File: config.mk
export PLATFORM = sky130hd
export DESIGN_NAME = plsq_ctrl
export DESIGN_NICKNAME = d
export VERILOG_FILES = /design/src/hdl/plsq_pkg.sv /design/src/hdl/plsq_ctrl.sv
export SDC_FILE = /design/constraint.sdc
export NUM_CORES = 1
export LEC_CHECK = 0
export ABC_AREA = 1
export BUFFER_PORTS_ARGS = -buffer_cell sky130_fd_sc_hd__buf_2
export CAP_MARGIN = 20
export CORE_ASPECT_RATIO = 1.1
export CORE_MARGIN = 4
export CORE_UTILIZATION = 35
export DETAILED_ROUTE_END_ITERATION = 10
export PLACE_DENSITY = 0.6
export REMOVE_ABC_BUFFERS = 1
export SYNTH_ARGS = -nofsm -noshare
export SYNTH_HDL_FRONTEND = slang
export SYNTH_SLANG_ARGS = --single-unit
File: constraint.sdc
create_clock -name clk -period 3 [get_ports clk]
set_input_delay 0.6 -clock clk [delete_from_list [all_inputs] [get_ports clk]]
set_output_delay 0.6 -clock clk [all_outputs]
set_load 0.02 [all_outputs]
File: src/hdl/plsq_pkg.sv
package plsq_pkg;

	localparam int MAX_SAMPLES_DEF = 1024;

	// log10(2) in Q0.32
	localparam logic [30:0] LOG10_2_Q32 = 31'd1292913986;

	localparam logic [2:0] ST_OK          = 3'd0;
	localparam logic [2:0] ST_INFINITE    = 3'd1;
	localparam logic [2:0] ST_NO_SOLUTION = 3'd2;
	localparam logic [2:0] ST_BAD_SAMPLE  = 3'd3;
	localparam logic [2:0] ST_TOO_MANY    = 3'd4;

	// index of the last of the products that build D, Dx and Dy
	localparam logic [2:0] LAST_PROD = 3'd5;

	typedef struct packed {
		logic       take;
		logic       log_start;
		logic       acc_mul;
		logic       acc_add;
		logic       solve_clear;
		logic       mul_load;
		logic       mul_pp;
		logic [2:0] prod_idx;
		logic [1:0] pp_idx;
		logic       div_load;
		logic       div_sel;
		logic       div_step;
		logic       div_store;
		logic       srch_init;
		logic       srch_start;
		logic       srch_update;
		logic [4:0] srch_bit;
		logic       out_write;
	} cmd_t;

	typedef struct packed {
		logic sum_en;
		logic last;
		logic flag_err;
		logic x_done;
		logic y_done;
		logic d_zero;
	} sts_t;

endpackage

File: src/hdl/plsq_ctrl.sv
module plsq_ctrl (
	input  logic           clk,
	input  logic           arst_n,
	input  logic           s_tvalid,
	output logic           s_tready,
	output logic           m_tvalid,
	input  logic           m_tready,
	output plsq_pkg::cmd_t cmd,
	input  plsq_pkg::sts_t sts
);

	localparam logic [4:0] S_IDLE   = 5'd0;
	localparam logic [4:0] S_TAKEN  = 5'd1;
	localparam logic [4:0] S_LOGW   = 5'd2;
	localparam logic [4:0] S_AMUL   = 5'd3;
	localparam logic [4:0] S_AADD   = 5'd4;
	localparam logic [4:0] S_CHECK  = 5'd5;
	localparam logic [4:0] S_SCLR   = 5'd6;
	localparam logic [4:0] S_PLOAD  = 5'd7;
	localparam logic [4:0] S_PPP    = 5'd8;
	localparam logic [4:0] S_DZ     = 5'd9;
	localparam logic [4:0] S_DLOAD  = 5'd10;
	localparam logic [4:0] S_DSTEP  = 5'd11;
	localparam logic [4:0] S_DSTORE = 5'd12;
	localparam logic [4:0] S_SINIT  = 5'd13;
	localparam logic [4:0] S_SSTART = 5'd14;
	localparam logic [4:0] S_SWAIT  = 5'd15;
	localparam logic [4:0] S_SUPD   = 5'd16;
	localparam logic [4:0] S_OUT    = 5'd17;

	logic [4:0] state_q;
	logic [2:0] prod_q;
	logic [1:0] pp_q;
	logic [6:0] div_cnt_q;
	logic       div_sel_q;
	logic [4:0] bit_q;
	logic       m_valid_q;

	always_comb begin
		cmd          = '0;
		cmd.prod_idx = prod_q;
		cmd.pp_idx   = pp_q;
		cmd.div_sel  = div_sel_q;
		cmd.srch_bit = bit_q;
		s_tready     = 1'b0;
		case (state_q)
			S_IDLE: begin
				s_tready = 1'b1;
				cmd.take = s_tvalid;
			end
			S_TAKEN:  cmd.log_start   = sts.sum_en;
			S_AMUL:   cmd.acc_mul     = 1'b1;
			S_AADD:   cmd.acc_add     = 1'b1;
			S_SCLR:   cmd.solve_clear = 1'b1;
			S_PLOAD:  cmd.mul_load    = 1'b1;
			S_PPP:    cmd.mul_pp      = 1'b1;
			S_DLOAD:  cmd.div_load    = 1'b1;
			S_DSTEP:  cmd.div_step    = 1'b1;
			S_DSTORE: cmd.div_store   = 1'b1;
			S_SINIT:  cmd.srch_init   = 1'b1;
			S_SSTART: cmd.srch_start  = 1'b1;
			S_SUPD:   cmd.srch_update = 1'b1;
			S_OUT:    cmd.out_write   = !m_valid_q || m_tready;
			default: ;
		endcase
	end

	always_ff @(posedge clk or negedge arst_n) begin
		if (!arst_n) begin
			state_q   <= S_IDLE;
			prod_q    <= 3'd0;
			pp_q      <= 2'd0;
			div_cnt_q <= 7'd0;
			div_sel_q <= 1'b0;
			bit_q     <= 5'd0;
			m_valid_q <= 1'b0;
		end else begin
			if (cmd.out_write) begin
				m_valid_q <= 1'b1;
			end else if (m_tready) begin
				m_valid_q <= 1'b0;
			end
			case (state_q)
				S_IDLE:  if (s_tvalid) state_q <= S_TAKEN;
				S_TAKEN: state_q <= sts.sum_en ? S_LOGW : S_CHECK;
				S_LOGW:  if (sts.y_done) state_q <= S_AMUL;
				S_AMUL:  state_q <= S_AADD;
				S_AADD:  state_q <= S_CHECK;
				S_CHECK: begin
					if (!sts.last) begin
						state_q <= S_IDLE;
					end else if (sts.flag_err) begin
						state_q <= S_OUT;
					end else begin
						state_q <= S_SCLR;
					end
				end
				S_SCLR: begin
					prod_q  <= 3'd0;
					state_q <= S_PLOAD;
				end
				S_PLOAD: begin
					pp_q    <= 2'd0;
					state_q <= S_PPP;
				end
				S_PPP: begin
					if (pp_q == 2'd3) begin
						if (prod_q == plsq_pkg::LAST_PROD) begin
							state_q <= S_DZ;
						end else begin
							prod_q  <= prod_q + 3'd1;
							state_q <= S_PLOAD;
						end
					end else begin
						pp_q <= pp_q + 2'd1;
					end
				end
				S_DZ: begin
					div_sel_q <= 1'b0;
					state_q   <= sts.d_zero ? S_OUT : S_DLOAD;
				end
				S_DLOAD: begin
					div_cnt_q <= 7'd0;
					state_q   <= S_DSTEP;
				end
				S_DSTEP: begin
					if (div_cnt_q == 7'd127) begin
						state_q <= S_DSTORE;
					end else begin
						div_cnt_q <= div_cnt_q + 7'd1;
					end
				end
				S_DSTORE: begin
					if (div_sel_q) begin
						state_q <= S_SINIT;
					end else begin
						div_sel_q <= 1'b1;
						state_q   <= S_DLOAD;
					end
				end
				S_SINIT: begin
					bit_q   <= 5'd31;
					state_q <= S_SSTART;
				end
				S_SSTART: state_q <= S_SWAIT;
				S_SWAIT:  if (sts.x_done) state_q <= S_SUPD;
				S_SUPD: begin
					if (bit_q == 5'd0) begin
						state_q <= S_OUT;
					end else begin
						bit_q   <= bit_q - 5'd1;
						state_q <= S_SSTART;
					end
				end
				S_OUT: if (cmd.out_write) state_q <= S_IDLE;
				default: state_q <= S_IDLE;
			endcase
		end
	end

	assign m_tvalid = m_valid_q;

endmodule

* After elaboration in Yosys (flattened, before gate mapping) *
Index checks and enable logic that the tools add are counted.

word-level totals
  flip-flop bits (word level) = 24
  bits of input ports = 10
  output and inout bits = 27
  word-level logic and storage cells = 97

operators by class
  add/sub/neg operators = 4
  equal/unequal tests = 30
  multiplexer cells = 41
  reductions and logical operators = 15

operators by type and width
  operator                                                            number
  5-bit one-hot mux with 18 select lines                              1
  5-bit two-way mux                                                   11
  5-bit by 4-bit == test with 1-bit output, second input constant     8
  5-bit by 3-bit == test with 1-bit output, second input constant     4
  2-bit != test, second input constant                                10
  1-bit two-way mux                                                   17
  7-bit one-hot mux with 2 select lines                               1
  3-bit two-way mux                                                   4
  2-bit nonzero test                                                  6
  5-bit by 2-bit == test with 1-bit output, second input constant     2
  5-bit == test, second input constant                                2
  5-bit zero test                                                     2
  5-bit one-hot mux with 2 select lines                               1
  7-bit by 1-bit adder with 7-bit output, second input constant       1
  7-bit == test, second input constant                                1
  7-bit two-way mux                                                   1
  3-bit one-hot mux with 2 select lines                               1
  2-bit AND reduction                                                 3
  6-bit AND reduction                                                 1
  5-bit by 1-bit == test with 1-bit output, second input constant     1
  5-bit by 1-bit subtractor with 5-bit output, second input constant  1
  4-bit two-way mux                                                   1
  2-bit one-hot mux with 2 select lines                               1
  3-bit by 1-bit adder with 3-bit output, second input constant       1
  other kinds (8)                                                     8

* Depth between registers and ports, before layout *
  word-level depth = 5
  depth in mapped cells = 11
  mapped depth without buffers = 11

* Least setup slack after synthesis *
No wires, ideal clock.

  kind = register -> output
  start = register state_q[4]
  end = output port cmd[24] (netlist name)
  arrival = 1.114 ns
  data required time = 2.400 ns
  path slack = 1.286 ns
  stages on the path, launching flop included = 5
  path buffers = 1
  cell sequence = dfrtp_1 -> inv_2 -> buf_2 -> nand3_1 -> nor2_1

RTL lines
  item                    RTL line          source
  from (decl)             plsq_ctrl.sv:31   logic [4:0] state_q;
  from (signal assigned)  plsq_ctrl.sv:85   S_TAKEN: state_q <= sts.sum_en ? S_LOGW : S_CHECK;
  from (signal assigned)  plsq_ctrl.sv:120  state_q <= sts.d_zero ? S_OUT : S_DLOAD;
  to (decl)               plsq_ctrl.sv:8    output plsq_pkg::cmd_t cmd,

==> impl_metrics.csv <==
group,metric,value,unit
synth,yosys.area.top_type,"dfrtp_1",
clock_network,cts_tree,"yes",
routing,topRoutingLayerUsed,"met4",
clock_network,cts-buffers-inserted,3,
routing,dr_wl_met3,176,microns
routing,vias_per_cell,4.76,
critical_path,cp-start-kind,"register",
clock_network,clk_pin_slew,90,ps
run,maxCapViolCount,0,
sta,fin_crit,2190,ps
min_path,min_path_type,"in2async",
global_routing,grt_pass1_vias,1603,
critical_path,reg2reg_slack,1270,ps
critical_path,critPathRequiredTime,2400,ps
global_routing,antenna_found_initial,0,
placed_design,place.gp.congestion,0.848,
sta,finalSetupTns,0,ps
synth,synth_area_leaders,"dfrtp_1 (36%), nand2_1 (15%), inv_1 (8.0%)",
clock_network,clock_latency,270,ps
critical_path,crit_fanout,7,
sta,setup_viol,0,
synth,synthSimpleGateAreaFrac,40.2,%
synth,syn_inst,246,
routing,detail-route-antenna-nets,0,
synth,synth_mux_area_share,0,%
synth,synth_warnings,0,
sta,fin_crit_sh,73.0,%
clock_network,ctsHoldBuffers,0,
final_layout,fillers,520,
synth,synth_seq_cells,24,
final_layout,synthToLayoutAreaGrowth,18.1,%
power_and_ir_drop,p_leak,1.17,nW
final_layout,num_antenna_cells,0,
critical_path,critPathKind,"reg2out",
global_routing,grt-ovfl-total,0,
synth,synth_top_family_by_area,"simple AND/OR/NAND/NOR gates",
clock_network,clock-root-buffer,"clkbuf_8",
routing,dr_total_vias,1613,
routing,totalWireLength,3920,microns
synth,yosys.area_share.adder,4.46,%
power_and_ir_drop,p_per_area,825,nW/um^2
synth,synth.avg_cell_area,6.85,sq um
final_layout,drive_gt1_share,22.3,%
sta,skew,6.25,ps
synth,synth_compound_area_share,7.73,%
floorplan,rows,26,
critical_path,cp_top_family,"flip-flops",
floorplan,die_w,74.1,microns
floorplan,initial_core_util,36.2,%
synth,yosys.area.top_type_share,35.7,%
floorplan,coreArea,4650,sq um
synth,synth_cell_types,29,
global_routing,grt_pass1_wl,6900,microns
clock_network,post-cts-setup-buffers,0,
sta,grt_setup_unrepaired,"no",
placed_design,io_buffers,36,
sta,worst-slew-pin-transition,539,ps
clock_network,cts-resized-gates,0,
status,outcome,"finished, final reports clean",
critical_path,cp_data_arrival_time,1590,ps
clock_network,cts_sinks,24,
routing,wl_met2,1950,microns
sta,maxSlewViolCount,0,
critical_path,critical-path-max-stage-delay,490,ps
global_routing,grt_max_degree,25,
final_layout,nNetsFinal,300,
critical_path,cp_common_cell,"nand2_1",
synth,ys_seq_area_share,35.7,%
floorplan,dieArea,5990,sq um
placed_design,placed_area,1920,sq um
sta,relSlewSlack,64.1,%
critical_path,crit_slowest_cell,"dfrtp_1",
critical_path,path_cells,"inv_2, nand2_1, nor2_2, nand2_1, inv_1, buf_2",
routing,dr.pass1.iters,4,
synth,synthesis.area,1680,sq um
sta,hold_viol_final,0,
sta,fmax,0.457,GHz
power_and_ir_drop,total_power,1.64,mW
power_and_ir_drop,ir_worst_vdd,0.000328,V
global_routing,grt_use_total,14.5,%
clock_network,clk_path_buf_depth,2,
critical_path,critPathBufInv,3,
routing,drt-met1-wl,1730,microns
floorplan,die_h,80.8,microns
critical_path,end_kind,"primary output",
routing,dr.first_iter.drc_count,107,
final_layout,postLayoutCellArea,1990,sq um
routing,drc_errors,0,
clock_network,htree_levels,1,
placed_design,place.detailed.hpwl,3200,microns
routing,wire_per_inst,11.6,microns
floorplan,ioPinCount,37,
synth,synth_xor_xnor_area_share,1.56,%
synthesized netlist by cell type:
| library cell | count |
|---|---|
| nand2_1 | 66 |
| o22ai_1 | 1 |
| nand2_2 | 5 |
| nand3_2 | 1 |
| nand3_1 | 22 |
| buf_2 | 2 |
| xnor2_1 | 1 |
| ha_1 | 6 |
| xor2_1 | 2 |
| o21ai_0 | 11 |
| nor2_1 | 32 |
| o21ai_1 | 3 |
| o211ai_1 | 1 |
| nand3b_1 | 1 |
| dfrtp_1 | 24 |
| nand4_2 | 1 |
| a21oi_1 | 5 |
| inv_1 | 36 |
| nor2_4 | 6 |
| nor2_2 | 2 |
| nor3_1 | 3 |
| a21o_1 | 1 |
| nand4_1 | 3 |
| buf_4 | 1 |
| o21a_1 | 1 |
| a31oi_1 | 1 |
| inv_2 | 6 |
| nand2_4 | 1 |
| nor3b_2 | 1 |
worst reg2reg max path, cell delays in order (launching register included):
cell	delay (ps)
dfrtp_1	400
ha_1	190
nand2_1	60
nor2_1	220
nand2_1	160
nand2_4	150
nand2_2	80
inv_1	60
nand2_1	50
nor2_2	180
nand2_1	90
nand2_1	60
flip-flops by register name, summed over array words and instances (netlist names):
name       count
m_tvalid       1
pp_q           2
state_q        5
bit_q          5
prod_q         3
div_cnt_q      7
div_sel_q      1
logic make-up after synthesis:
group | count (synthesis)
buffers and inverters | 45
adders and majority gates | 6
xor gates and xnor gates | 3
AOI/OAI and AO/OA | 24
and+or+nand+nor | 144
DFF | 24
placed cells by master (no fill, tap or decap):
master / Yosys / final
a21o_1: 1 / 1
a21oi_1: 5 / 5
a31oi_1: 1 / 1
buf_2: 2 / 36
bufinv_16: 0 / 1
clkbuf_8: 0 / 3
dfrtp_1: 24 / 24
ha_1: 6 / 6
inv_1: 36 / 36
inv_2: 6 / 6
nand2_1: 66 / 66
nand2_2: 5 / 5
nand2_4: 1 / 1
nand3_1: 22 / 22
nand3_2: 1 / 1
nand3b_1: 1 / 1
nand4_1: 3 / 3
nand4_2: 1 / 1
nor2_1: 32 / 32
nor2_2: 2 / 2
nor2_4: 6 / 6
nor3_1: 3 / 3
nor3b_2: 1 / 1
o211ai_1: 1 / 1
o21a_1: 1 / 1
o21ai_0: 11 / 11
o21ai_1: 3 / 3
o22ai_1: 1 / 1
xnor2_1: 1 / 1
xor2_1: 2 / 2
per-layer routing:
metal  GRT usage [%]  up-vias
met4            4.89        0
met1            17.4      725
li1                -      848
met5               0        -
met3            2.10        6
met2            26.2       34
final cells by class:
type	instances	area, sq um	share of cell area [%]
well taps	56	70.1	3.52
multi-input cells	177	908	45.7
clock buffers	3	41.3	2.08
clock inverters	1	30.0	1.51
inverters	42	158	7.93
repair buffers	36	180	9.06
flip-flops and latches	24	601	30.2
worst paths after layout:
check                             start          to  depth (start not counted)
max in group asynchronous        arst_n  state_q[3]                          1
max reg2reg                div_cnt_q[0]  state_q[1]                         11
min reg2reg                     pp_q[0]     pp_q[0]                          1
min in group clk               m_tready    m_tvalid                          2
max                          state_q[0]     cmd[12]                          6
min                              arst_n    bit_q[0]                          1
per-stage QoR:
step / util (%) / cells / setup WS (ps) / hold slack (ps)
after CTS: 42.7 / 339 / 797 / 328
after detailed placement: 41.2 / 335 / 1110 / 519
final: 42.7 / 339 / 811 / 291
after floorplan: - / 243 / 1320 / 304
after global routing: 42.7 / 339 / 657 / 353
after global placement: 41.2 / 335 / 1160 / 508
power breakdown:
| part | internal (mW) | leakage [nW] | switching, mW |
|---|---|---|---|
| sequential | 0.413 | 0.320 | 0.116 |
| combinational | 0.262 | 0.818 | 0.557 |
| clock | 0.179 | 0.0357 | 0.114 |
(Power assumes the default switching activity.)
